### config.mk
export PLATFORM = sky130hd
export DESIGN_NAME = first_fit_block_allocator_flat
export DESIGN_NICKNAME = d
export VERILOG_FILES = /design/src/ffba_pkg.sv /design/src/ffba_if.sv /design/src/ffba_ram.sv /design/src/ffba_cfg.sv /design/src/ffba_engine.sv /design/src/first_fit_block_allocator.sv /design/src/flat_wrapper.sv
export SDC_FILE = /design/constraint.sdc
export NUM_CORES = 2
export LEC_CHECK = 0
export BUFFER_PORTS_ARGS = -buffer_cell sky130_fd_sc_hd__buf_2
export CORE_UTILIZATION = 60
export CTS_CLUSTER_DIAMETER = 80
export DETAILED_ROUTE_END_ITERATION = 10
export PLACE_DENSITY = 0.77
export SLEW_MARGIN = 20
export SYNTH_ARGS = -nofsm -noshare
export SYNTH_HDL_FRONTEND = slang
export SYNTH_HIERARCHICAL = 1
export SYNTH_SLANG_ARGS = --single-unit
### constraint.sdc
create_clock -name i_clk -period 5.7 [get_ports i_clk]
set_input_delay 0.57 -clock i_clk [delete_from_list [all_inputs] [get_ports i_clk]]
set_output_delay 0.57 -clock i_clk [all_outputs]
set_load 0.005 [all_outputs]
### src/ffba_pkg.sv
// Shared constants, types and helpers of the first-fit block allocator.
`default_nettype none
package ffba_pkg;

    localparam int CELLS   = 128;
    localparam int ID_BITS = 16;

    localparam int CELL_AW = (CELLS > 1) ? $clog2(CELLS) : 1;
    localparam int CNT_W   = $clog2(CELLS + 1);

    localparam int OP_W    = 2;
    localparam int SIZE_W  = 8;
    localparam int EID_W   = 16;
    localparam int ST_W    = 2;
    localparam int BLK_W   = 16;
    localparam int CFG_W   = 8;

    localparam int SZ_W    = (CNT_W > SIZE_W) ? CNT_W : SIZE_W;
    localparam int CMP_W   = (ID_BITS > EID_W) ? ID_BITS : EID_W;

    localparam int PADDR_W = 3;
    localparam int PDATA_W = 32;

    localparam logic [PADDR_W-3:0] REG_MEM_SIZE = '0;
    localparam logic [CFG_W-1:0]   MEM_SIZE_RST = 8'd128;
    localparam logic [ID_BITS-1:0] ID_MAX       = '1;

    typedef enum logic [OP_W-1:0] {
        OP_ALLOC  = 2'd0,
        OP_ERASE  = 2'd1,
        OP_DEFRAG = 2'd2
    } t_op;

    typedef enum logic [ST_W-1:0] {
        ST_ALLOC   = 2'd0,
        ST_NULL    = 2'd1,
        ST_ILLEGAL = 2'd2,
        ST_DONE    = 2'd3
    } t_status;

    typedef struct packed {
        logic               we;
        logic [CELL_AW-1:0] waddr;
        logic [ID_BITS-1:0] wdata;
        logic               re;
        logic [CELL_AW-1:0] raddr;
    } t_ram_req;

    function automatic logic [BLK_W-1:0] id_to_blk(input logic [ID_BITS-1:0] id);
        logic [CMP_W-1:0] wide;
        wide = CMP_W'(id);
        return wide[BLK_W-1:0];
    endfunction

endpackage
`default_nettype wire

### src/ffba_if.sv
// Request and response channel interfaces of the allocator.
`default_nettype none
interface ffba_req_if;
    logic                          valid;
    logic                          ready;
    logic [ffba_pkg::OP_W-1:0]     operation;
    logic [ffba_pkg::SIZE_W-1:0]   alloc_size;
    logic [ffba_pkg::EID_W-1:0]    erase_id;

    modport source (output valid, output operation, output alloc_size, output erase_id,
                    input ready);
    modport sink   (input valid, input operation, input alloc_size, input erase_id,
                    output ready);
endinterface

interface ffba_rsp_if;
    logic                          valid;
    logic                          ready;
    logic [ffba_pkg::ST_W-1:0]     status;
    logic [ffba_pkg::BLK_W-1:0]    block_id;

    modport source (output valid, output status, output block_id, input ready);
    modport sink   (input valid, input status, input block_id, output ready);
endinterface
`default_nettype wire

### src/ffba_ram.sv
// Generic single-write, single-read RAM with registered read data.
`default_nettype none
module ffba_ram #(
    parameter int WIDTH = 16,
    parameter int DEPTH = 128
) (
    input  wire logic                                   i_clk,
    input  wire logic                                   i_we,
    input  wire logic [((DEPTH > 1) ? $clog2(DEPTH) : 1)-1:0] i_waddr,
    input  wire logic [WIDTH-1:0]                       i_wdata,
    input  wire logic                                   i_re,
    input  wire logic [((DEPTH > 1) ? $clog2(DEPTH) : 1)-1:0] i_raddr,
    output      logic [WIDTH-1:0]                       o_rdata
);

    logic [WIDTH-1:0] r_mem [DEPTH];
    logic [WIDTH-1:0] r_rdata;

    always_ff @(posedge i_clk) begin
        if (i_we) begin
            r_mem[i_waddr] <= i_wdata;
        end
        if (i_re) begin
            r_rdata <= r_mem[i_raddr];
        end
    end

    assign o_rdata = r_rdata;

endmodule
`default_nettype wire

### src/ffba_cfg.sv
// APB register file holding the mem_size register.
`default_nettype none
module ffba_cfg (
    input  wire logic                           i_clk,
    input  wire logic                           i_rst_n,
    input  wire logic                           psel,
    input  wire logic                           penable,
    input  wire logic                           pwrite,
    input  wire logic [ffba_pkg::PADDR_W-1:0]   paddr,
    input  wire logic [ffba_pkg::PDATA_W-1:0]   pwdata,
    output      logic [ffba_pkg::PDATA_W-1:0]   prdata,
    output      logic                           pready,
    output      logic [ffba_pkg::CFG_W-1:0]     o_mem_size
);

    logic [ffba_pkg::CFG_W-1:0] r_mem_size;
    logic [ffba_pkg::CFG_W-1:0] n_mem_size;
    logic                       w_sel_size;

    assign w_sel_size = (paddr[ffba_pkg::PADDR_W-1:2] == ffba_pkg::REG_MEM_SIZE);

    always_comb begin
        n_mem_size = r_mem_size;
        if (psel && penable && pwrite && w_sel_size) begin
            n_mem_size = pwdata[ffba_pkg::CFG_W-1:0];
        end
    end

    always_ff @(posedge i_clk) begin
        if (!i_rst_n) begin
            r_mem_size <= ffba_pkg::MEM_SIZE_RST;
        end else begin
            r_mem_size <= n_mem_size;
        end
    end

    assign prdata     = w_sel_size ? ffba_pkg::PDATA_W'(r_mem_size) : '0;
    assign pready     = 1'b1;
    assign o_mem_size = r_mem_size;

endmodule
`default_nettype wire

### src/ffba_engine.sv
// Request sequencer: scans and rewrites the cell owner memory, holds the response.
`default_nettype none
module ffba_engine (
    input  wire logic                             i_clk,
    input  wire logic                             i_rst_n,
    input  wire logic [ffba_pkg::CFG_W-1:0]       i_mem_size,
    ffba_req_if.sink                              i_req,
    ffba_rsp_if.source                            o_rsp,
    output      ffba_pkg::t_ram_req               o_ram,
    input  wire logic [ffba_pkg::ID_BITS-1:0]     i_ram_rdata
);

    localparam int AW  = ffba_pkg::CELL_AW;
    localparam int CW  = ffba_pkg::CNT_W;
    localparam int SW  = ffba_pkg::SZ_W;
    localparam int MW  = ffba_pkg::CMP_W;
    localparam int IW  = ffba_pkg::ID_BITS;

    typedef enum logic [7:0] {
        S_CLEAR = 8'b0000_0001,
        S_IDLE  = 8'b0000_0010,
        S_ASCAN = 8'b0000_0100,
        S_AFILL = 8'b0000_1000,
        S_ESCAN = 8'b0001_0000,
        S_DSCAN = 8'b0010_0000,
        S_DFILL = 8'b0100_0000,
        S_RESP  = 8'b1000_0000
    } t_state;

    t_state                       r_state, n_state;
    logic [CW-1:0]                r_addr, n_addr;
    logic                         r_pend, n_pend;
    logic [AW-1:0]                r_ppos, n_ppos;
    logic [CW-1:0]                r_run, n_run;
    logic [CW-1:0]                r_wr, n_wr;
    logic [CW-1:0]                r_end, n_end;
    logic [CW-1:0]                r_m, n_m;
    logic [ffba_pkg::SIZE_W-1:0]  r_need, n_need;
    logic [ffba_pkg::EID_W-1:0]   r_id, n_id;
    logic                         r_hit, n_hit;
    logic [IW-1:0]                r_last, n_last;
    ffba_pkg::t_status            r_status, n_status;
    logic [ffba_pkg::BLK_W-1:0]   r_blk, n_blk;
    logic                         r_ovld, n_ovld;
    ffba_pkg::t_status            r_ostat, n_ostat;
    logic [ffba_pkg::BLK_W-1:0]   r_oblk, n_oblk;

    logic [SW-1:0]                w_size_wide;
    logic [CW-1:0]                w_m_eff;
    logic                         w_scan;
    logic                         w_issue;
    logic                         w_scan_end;
    logic                         w_rd_zero;
    logic [CW-1:0]                w_run_n;
    logic [SW-1:0]                w_start;

    assign w_size_wide = (SW'(i_mem_size) < SW'(ffba_pkg::CELLS))
                         ? SW'(i_mem_size) : SW'(ffba_pkg::CELLS);
    assign w_m_eff     = w_size_wide[CW-1:0];

    assign w_scan     = (r_state == S_ASCAN) || (r_state == S_ESCAN) || (r_state == S_DSCAN);
    assign w_issue    = w_scan && (r_addr < r_m);
    assign w_scan_end = !r_pend && (r_addr >= r_m);
    assign w_rd_zero  = (i_ram_rdata == '0);
    assign w_run_n    = w_rd_zero ? (r_run + CW'(1)) : '0;
    assign w_start    = SW'(r_ppos) + SW'(1) - SW'(r_need);

    always_comb begin
        n_state  = r_state;
        n_addr   = r_addr;
        n_pend   = 1'b0;
        n_ppos   = r_ppos;
        n_run    = r_run;
        n_wr     = r_wr;
        n_end    = r_end;
        n_m      = r_m;
        n_need   = r_need;
        n_id     = r_id;
        n_hit    = r_hit;
        n_last   = r_last;
        n_status = r_status;
        n_blk    = r_blk;
        n_ovld   = r_ovld;
        n_ostat  = r_ostat;
        n_oblk   = r_oblk;
        o_ram    = '0;

        if (r_ovld && o_rsp.ready) begin
            n_ovld = 1'b0;
        end

        if (w_issue) begin
            o_ram.re    = 1'b1;
            o_ram.raddr = r_addr[AW-1:0];
            n_addr      = r_addr + CW'(1);
            n_pend      = 1'b1;
            n_ppos      = r_addr[AW-1:0];
        end

        unique case (r_state)
            S_CLEAR: begin
                o_ram.we    = 1'b1;
                o_ram.waddr = r_addr[AW-1:0];
                o_ram.wdata = '0;
                n_addr      = r_addr + CW'(1);
                if (r_addr == CW'(ffba_pkg::CELLS - 1)) begin
                    n_addr  = '0;
                    n_state = S_IDLE;
                end
            end
            S_IDLE: begin
                if (i_req.valid) begin
                    n_need   = i_req.alloc_size;
                    n_id     = i_req.erase_id;
                    n_m      = w_m_eff;
                    n_addr   = '0;
                    n_run    = '0;
                    n_wr     = '0;
                    n_hit    = 1'b0;
                    n_blk    = '0;
                    n_status = ffba_pkg::ST_DONE;
                    n_state  = S_RESP;
                    case (i_req.operation)
                        ffba_pkg::OP_ALLOC: begin
                            if (i_req.alloc_size == '0 || r_last == ffba_pkg::ID_MAX
                                || w_m_eff == '0) begin
                                n_status = ffba_pkg::ST_NULL;
                            end else begin
                                n_state = S_ASCAN;
                            end
                        end
                        ffba_pkg::OP_ERASE: begin
                            if (i_req.erase_id == '0 || w_m_eff == '0) begin
                                n_status = ffba_pkg::ST_ILLEGAL;
                            end else begin
                                n_state = S_ESCAN;
                            end
                        end
                        ffba_pkg::OP_DEFRAG: begin
                            if (w_m_eff != '0) begin
                                n_state = S_DSCAN;
                            end
                        end
                        default: begin
                            n_status = ffba_pkg::ST_DONE;
                        end
                    endcase
                end
            end
            S_ASCAN: begin
                if (r_pend) begin
                    n_run = w_run_n;
                    if (SW'(w_run_n) == SW'(r_need)) begin
                        n_wr    = w_start[CW-1:0];
                        n_end   = CW'(r_ppos) + CW'(1);
                        n_last  = r_last + IW'(1);
                        n_state = S_AFILL;
                    end
                end else if (w_scan_end) begin
                    n_status = ffba_pkg::ST_NULL;
                    n_state  = S_RESP;
                end
            end
            S_AFILL: begin
                o_ram.we    = 1'b1;
                o_ram.waddr = r_wr[AW-1:0];
                o_ram.wdata = r_last;
                n_wr        = r_wr + CW'(1);
                if (r_wr + CW'(1) == r_end) begin
                    n_status = ffba_pkg::ST_ALLOC;
                    n_blk    = ffba_pkg::id_to_blk(r_last);
                    n_state  = S_RESP;
                end
            end
            S_ESCAN: begin
                if (r_pend && MW'(i_ram_rdata) == MW'(r_id)) begin
                    o_ram.we    = 1'b1;
                    o_ram.waddr = r_ppos;
                    o_ram.wdata = '0;
                    n_hit       = 1'b1;
                end
                if (w_scan_end) begin
                    n_status = r_hit ? ffba_pkg::ST_DONE : ffba_pkg::ST_ILLEGAL;
                    n_state  = S_RESP;
                end
            end
            S_DSCAN: begin
                if (r_pend && !w_rd_zero) begin
                    o_ram.we    = 1'b1;
                    o_ram.waddr = r_wr[AW-1:0];
                    o_ram.wdata = i_ram_rdata;
                    n_wr        = r_wr + CW'(1);
                end
                if (w_scan_end) begin
                    n_status = ffba_pkg::ST_DONE;
                    n_state  = (r_wr < r_m) ? S_DFILL : S_RESP;
                end
            end
            S_DFILL: begin
                o_ram.we    = 1'b1;
                o_ram.waddr = r_wr[AW-1:0];
                o_ram.wdata = '0;
                n_wr        = r_wr + CW'(1);
                if (r_wr + CW'(1) == r_m) begin
                    n_state = S_RESP;
                end
            end
            S_RESP: begin
                if (!r_ovld || o_rsp.ready) begin
                    n_ovld  = 1'b1;
                    n_ostat = r_status;
                    n_oblk  = r_blk;
                    n_state = S_IDLE;
                end
            end
            default: begin
                n_addr  = '0;
                n_state = S_CLEAR;
            end
        endcase
    end

    always_ff @(posedge i_clk) begin
        if (!i_rst_n) begin
            r_state <= S_CLEAR;
            r_addr  <= '0;
            r_pend  <= 1'b0;
            r_last  <= '0;
            r_ovld  <= 1'b0;
        end else begin
            r_state <= n_state;
            r_addr  <= n_addr;
            r_pend  <= n_pend;
            r_last  <= n_last;
            r_ovld  <= n_ovld;
        end
    end

    always_ff @(posedge i_clk) begin
        r_ppos   <= n_ppos;
        r_run    <= n_run;
        r_wr     <= n_wr;
        r_end    <= n_end;
        r_m      <= n_m;
        r_need   <= n_need;
        r_id     <= n_id;
        r_hit    <= n_hit;
        r_status <= n_status;
        r_blk    <= n_blk;
        r_ostat  <= n_ostat;
        r_oblk   <= n_oblk;
    end

    assign i_req.ready    = (r_state == S_IDLE);
    assign o_rsp.valid    = r_ovld;
    assign o_rsp.status   = r_ostat;
    assign o_rsp.block_id = r_oblk;

endmodule
`default_nettype wire

### src/first_fit_block_allocator.sv
// First-fit contiguous block allocator with compaction: top level.
//
// Requests arrive on i_req (operation, alloc_size, erase_id) under a valid/ready
// handshake; every request yields exactly one response on o_rsp (status,
// block_id). mem_size is written over the APB port at byte address 0; the user
// is to write it only while the block is idle; the block itself does not enforce
// this. pready is always high. Cell owners live in one single-port-write,
// single-port-read RAM with registered read data. Each non-trivial request is
// one read-modify-write sweep of that RAM's first min(mem_size, CELLS) cells,
// one cell per cycle: alloc scans, then fills the run found; erase frees the
// cells of the given id; defragment packs, then frees the tail. Trivial requests
// (null alloc, illegal erase, unused code) go straight to the response.
// One request is in work at a time; a new request is taken while the previous
// response still waits in the output register.
// After reset the RAM is cleared cell by cell; i_req.ready stays low during
// that sweep, while APB writes are taken as usual.
// When o_rsp is stalled the response holds and the next request finishes its
// sweep, then waits before returning to idle.
`default_nettype none
module first_fit_block_allocator (
    input  wire logic                           i_clk,
    input  wire logic                           i_rst_n,
    ffba_req_if.sink                            i_req,
    ffba_rsp_if.source                          o_rsp,
    input  wire logic                           psel,
    input  wire logic                           penable,
    input  wire logic                           pwrite,
    input  wire logic [ffba_pkg::PADDR_W-1:0]   paddr,
    input  wire logic [ffba_pkg::PDATA_W-1:0]   pwdata,
    output      logic [ffba_pkg::PDATA_W-1:0]   prdata,
    output      logic                           pready
);

    logic [ffba_pkg::CFG_W-1:0]   w_mem_size;
    ffba_pkg::t_ram_req           w_ram;
    logic [ffba_pkg::ID_BITS-1:0] w_ram_rdata;

    ffba_cfg u_cfg (
        .i_clk      (i_clk),
        .i_rst_n    (i_rst_n),
        .psel       (psel),
        .penable    (penable),
        .pwrite     (pwrite),
        .paddr      (paddr),
        .pwdata     (pwdata),
        .prdata     (prdata),
        .pready     (pready),
        .o_mem_size (w_mem_size)
    );

    ffba_engine u_engine (
        .i_clk       (i_clk),
        .i_rst_n     (i_rst_n),
        .i_mem_size  (w_mem_size),
        .i_req       (i_req),
        .o_rsp       (o_rsp),
        .o_ram       (w_ram),
        .i_ram_rdata (w_ram_rdata)
    );

    ffba_ram #(
        .WIDTH (ffba_pkg::ID_BITS),
        .DEPTH (ffba_pkg::CELLS)
    ) u_cell_ram (
        .i_clk   (i_clk),
        .i_we    (w_ram.we),
        .i_waddr (w_ram.waddr),
        .i_wdata (w_ram.wdata),
        .i_re    (w_ram.re),
        .i_raddr (w_ram.raddr),
        .o_rdata (w_ram_rdata)
    );

endmodule
`default_nettype wire
### src/flat_wrapper.sv
// flat-port wrapper written by rule: the top's interface ports become plain ports
module first_fit_block_allocator_flat 
  (i_clk, i_rst_n, psel, penable, pwrite, paddr, pwdata, prdata, pready, i_req_valid, i_req_operation, i_req_alloc_size, i_req_erase_id, i_req_ready, o_rsp_valid, o_rsp_status, o_rsp_block_id, o_rsp_ready);
  ffba_req_if i_req_i ();
  ffba_rsp_if o_rsp_i ();
  input  wire logic i_clk;
  input  wire logic i_rst_n;
  input  wire logic psel;
  input  wire logic penable;
  input  wire logic pwrite;
  input  wire logic [ffba_pkg::PADDR_W-1:0] paddr;
  input  wire logic [ffba_pkg::PDATA_W-1:0] pwdata;
  output      logic [ffba_pkg::PDATA_W-1:0] prdata;
  output      logic pready;
  input wire logic [$bits(i_req_i.valid)-1:0] i_req_valid;
  input wire logic [$bits(i_req_i.operation)-1:0] i_req_operation;
  input wire logic [$bits(i_req_i.alloc_size)-1:0] i_req_alloc_size;
  input wire logic [$bits(i_req_i.erase_id)-1:0] i_req_erase_id;
  output wire logic [$bits(i_req_i.ready)-1:0] i_req_ready;
  output wire logic [$bits(o_rsp_i.valid)-1:0] o_rsp_valid;
  output wire logic [$bits(o_rsp_i.status)-1:0] o_rsp_status;
  output wire logic [$bits(o_rsp_i.block_id)-1:0] o_rsp_block_id;
  input wire logic [$bits(o_rsp_i.ready)-1:0] o_rsp_ready;
  assign i_req_i.valid = i_req_valid;
  assign i_req_i.operation = i_req_operation;
  assign i_req_i.alloc_size = i_req_alloc_size;
  assign i_req_i.erase_id = i_req_erase_id;
  assign i_req_ready = i_req_i.ready;
  assign o_rsp_valid = o_rsp_i.valid;
  assign o_rsp_status = o_rsp_i.status;
  assign o_rsp_block_id = o_rsp_i.block_id;
  assign o_rsp_i.ready = o_rsp_ready;
  first_fit_block_allocator u_core (.i_clk(i_clk), .i_rst_n(i_rst_n), .i_req(i_req_i), .o_rsp(o_rsp_i), .psel(psel), .penable(penable), .pwrite(pwrite), .paddr(paddr), .pwdata(pwdata), .prdata(prdata), .pready(pready));
endmodule
==> impl_metrics.ini <==
[floorplan]
initial_core_util_pct = 60.4
core_mm2 = 0.143
die-area_mm2 = 0.146
die_height_um = 382
die_w_um = 382
rows = 139
ios = 121

[synthesis]
avgSynthCellArea_um2 = 22.6
ys_ff_latch = 2206
synth_cell_types = 71
synth_edf_count = 2164
yosysSeqAreaShare_pct = 76.0
syn_area_mm2 = 0.0866
synthArstFlopShare_pct = 0
ys_warn_count = 6
synth_ff_type = edfxtp_1
synthCells = 3838

[timing]
fin_crit_ns = 5.23
tns_ns = 0
final_max_slew_viol_count = 0
worst_slew_pin_slew_ns = 1.18
min_period_over_period_pct = 91.7
slew_headroom_pct = 21.0
rsz0062_at_grt = no
setup_violations = 0
skew_ns = 0.0371
hold_viol = 0
fmax_ghz = 0.191

[run_status]
run_status = finished clean

[placed_design]
io_buffers = 69
dp_hpwl_mm = 119
placed_cells = 5862
gp_congestion = 0.941

[clocking]
clock-sinks = 2206
postCtsSetupBuffers = 0
cts-root-buf = clkbuf_16
cts_tree = done
insertion_delay_ns = 0.88
clk_path_buf_depth = 3
cts_inserted_buffers = 206
clk_pin_slew_ns = 0.06
htree_levels = 4

[worst_setup_path]
cpMaxStageDelayCell = mux4_2
crit_buf_inv = 3
critPathMostFrequentCell = mux4_2
path_class = reg -> reg
r2r_cells = 13
startpoint = u_core/u_engine/r_m[3]$_DFFE_PP_
rrSetupSlack_ns = 0.47
r2r-start = u_core/u_engine/r_m[3]$_DFFE_PP_
cp-start-kind = flip-flop
path_max_fanout = 27
cp_slowest_stage_delay_ns = 0.62
endpoint_kind = flip-flop
crit_required_ns = 6.29
r2r-end = u_core/u_cell_ram/o_rdata[11]$_DFFE_PP_
crit_arrival_ns = 5.82
path_cells = inv_1 -> ha_1 -> and4b_1 -> o21ai_0 -> a21oi_1 -> nor3_4 -> ha_4 -> buf_12 -> buf_12 -> mux4_2 -> mux4_2 -> mux4_2 -> mux2_2
crit_family = multiplexers

[route]
firstDrtPassIters = 6
dr.first_iter.drc_count = 6190
routedWlPerCell_um = 34.8
drc = 0
num_vias = 43300
drt.antenna.violating_nets = 0
wl_mm = 219
avgViaCountPerCell = 6.89

[worst_hold_path]
hp-start = i_req_valid
hold_path.class = in -> reg
worstHoldEndpoint = u_core/u_engine/r_state[1]$_SDFFE_PN0P_
whs_path_depth = 3

[global_route]
grt_pass1_wl_mm = 314
grt_max_degree = 98
antenna_found_initial = 9
grt_pass1_vias = 44000
grt_use_total_pct = 30.5
grt_overflow_total = 0

[cells_and_area]
drive_above_1_share_pct = 31.7
syn2layout_area_growth_pct = 13.4
fin_cells = 6284
fillers = 8159
nets = 4297

[pwr]
p_leak_nw = 30.3
combPwrFrac_pct = 3.7
switching_power_w = 0.00712
switching_share_pct = 21.4
clkPwrFrac_pct = 42.5
p_int_w = 0.0262
ir_drop_mv = 0.317
p_per_area_mw_per_mm2 = 339
seq_power_share_pct = 53.7

[job]
cap_violations = 0
-- metal layers --
| layer | global-route usage [%] | vias up | share of wire [%] |
|---|---|---|---|
| met5 | 0 | - | 0.012 |
| met1 | 40.4 | 22700 | 35 |
| met3 | 7.97 | 566 | 11 |
| met2 | 48.7 | 3126 | 49 |
| li1 | - | 16900 | - |
| met4 | 12.3 | 4 | 4.4 |
-- cell usage in the layout (no fill, tap or decap), drive strengths merged, types with 6 or more instances in the layout --
cell and n:
and2 21, o22ai 8, dlygate4sd3 32, nand4 21, edfxtp 2164, nand2b 19
nor3 23, a21oi 23, mux2i 17, and2b 8, nor2b 24, mux4 672
o21ai 30, clkinvlp 6, ha 29, and3 15, a21o 27, bufinv 26
or4 6, nor4 21, a22oi 10, xnor2 39, nor2 162, dfxtp 42
clkbuf 250, clkinv 101, nand2 63, inv 43, xor2 23, mux2 17
nand3 31, buf 311, conb 25
-- per-stage QoR --
| stage | setup slack (ns) | instance area [µm²] | hold slack [ns] | power (W) | util (%) |
|---|---|---|---|---|---|
| finish | 0.471 | 98200 | 0.174 | 0.0333 | 68.4 |
| global route | 0.332 | 98200 | 0.157 | 0.0340 | 68.4 |
| CTS | 0.509 | 98200 | 0.106 | 0.0333 | 68.4 |
| detailed placement | 0.560 | 90900 | 0.405 | 0.0194 | 63.3 |
| global placement | 0.603 | 90900 | 0.403 | 0.0193 | 63.3 |
| floorplan | 1.11 | 86700 | 0.400 | 0.0188 | - |
-- cells in the mapped netlist (all sizes together) (3+ instances only) --
| library cell | instances | share of area [%] |
|---|---|---|
| edfxtp | 2164 | 75 |
| mux4 | 672 | 17 |
| nor2 | 162 | 0.70 |
| buf | 116 | 0.73 |
| clkbuf | 97 | 0.42 |
| nand2 | 63 | 0.27 |
| dfxtp | 42 | 0.97 |
| xnor2 | 39 | 0.39 |
| inv | 38 | 0.16 |
| nand3 | 31 | 0.18 |
| o21ai | 30 | 0.18 |
| ha | 29 | 0.42 |
| a21o | 27 | 0.23 |
| nor2b | 24 | 0.17 |
| a21oi | 23 | 0.14 |
| nor3 | 23 | 0.16 |
| xor2 | 23 | 0.23 |
| and2 | 21 | 0.15 |
| nand4 | 21 | 0.15 |
| nor4 | 21 | 0.16 |
| nand2b | 19 | 0.14 |
| mux2 | 17 | 0.22 |
| mux2i | 17 | 0.20 |
| and3 | 15 | 0.11 |
| a22oi | 10 | 0.087 |
| and2b | 8 | 0.081 |
| o22ai | 8 | 0.058 |
| or4 | 6 | 0.061 |
| a31oi | 5 | 0.036 |
| and4 | 5 | 0.053 |
| and4b | 5 | 0.058 |
| nand3b | 5 | 0.043 |
| nand4b | 5 | 0.058 |
| or3 | 5 | 0.036 |
| a311oi | 4 | 0.040 |
| o211ai | 4 | 0.040 |
| a31o | 3 | 0.030 |
| o311ai | 3 | 0.030 |
| o31ai | 3 | 0.026 |
-- timing repair --
| action | 4_1_cts | 5_1_grt |
|---|---|---|
| gates resized for setup | 0 | 0 |
| hold buffers | 32 | 0 |
| hold endpoints to repair | 32 | 0 |
| endpoints found under the setup margin | 0 | 0 |
-- how the worst max path moves through the flow --
stage	to	slack (ns)	cells after the start
2_1_floorplan	u_core/u_cell_ram/o_rdata[0]$_DFFE_PP_	1.11	13
3_3_place_gp	u_core/u_cell_ram/o_rdata[15]$_DFFE_PP_	0.60	13
3_5_place_dp	u_core/u_cell_ram/o_rdata[15]$_DFFE_PP_	0.56	13
4_1_cts	u_core/u_cell_ram/o_rdata[11]$_DFFE_PP_	0.51	13
5_1_grt	u_core/u_cell_ram/o_rdata[11]$_DFFE_PP_	0.33	13
6_report	u_core/u_cell_ram/o_rdata[11]$_DFFE_PP_	0.47	13
-- final cells by class --
class / count / area (µm²) / area share, %
multi-input combinational: 1404 / 20000 / 20.3
clock buffer: 250 / 5360 / 5.46
inverter: 38 / 143 / 0.145
tap: 1903 / 2380 / 2.42
clock inverter: 138 / 1620 / 1.65
timing repair buffer: 343 / 2880 / 2.94
antenna: 2 / 5.00 / 0.00510
sequential: 2206 / 65800 / 67.0
-- sequential cells by signal, summed over array words and instances, names as in the netlist, 8 cells and up --
signal / cells
u_core/u_cfg/o_mem_size: 8
u_core/u_cell_ram/o_rdata: 16
u_core/u_engine/r_run: 8
u_core/u_engine/r_wr: 8
u_core/u_engine/r_m: 8
u_core/u_engine/r_need: 8
u_core/u_engine/r_state: 8
u_core/u_engine/o_rsp.block_id: 16
u_core/u_engine/r_addr: 8
u_core/u_engine/r_last: 16
u_core/u_cell_ram/r_mem: 2048
u_core/u_engine/r_id: 16
u_core/u_engine/r_blk: 16
u_core/u_engine/r_end: 8
-- worst reg2reg max path, stage by stage, from the launching register on --
cell      delay, ns
edfxtp_1       0.45
inv_1          0.15
ha_1           0.27
and4b_1        0.18
o21ai_0        0.21
a21oi_1        0.20
nor3_4         0.32
ha_4           0.44
buf_12         0.35
buf_12         0.30
mux4_2         0.59
mux4_2         0.55
mux4_2         0.62
mux2_2         0.32
-- cell families after synthesis --
group | share of synthesized area (%)
other cells | 0.00867
compound gates | 1.04
buf+inv | 1.31
xor+xnor | 0.653
flops | 76.0
simple gates | 2.66
mux | 17.9
fa+ha+maj | 0.442
-- power by group through the flow --
stage,sequential (W),clock (W),combinational [W]
6_report,0.0179,0.0141,0.00125
5_1_grt,0.0179,0.0148,0.00128
4_1_cts,0.0179,0.0143,0.00120
3_5_place_dp,0.0182,0,0.00113
3_3_place_gp,0.0182,0,0.00112
2_1_floorplan,0.0182,0,0.000622
No activity file was read; power rests on OpenSTA's default activity.
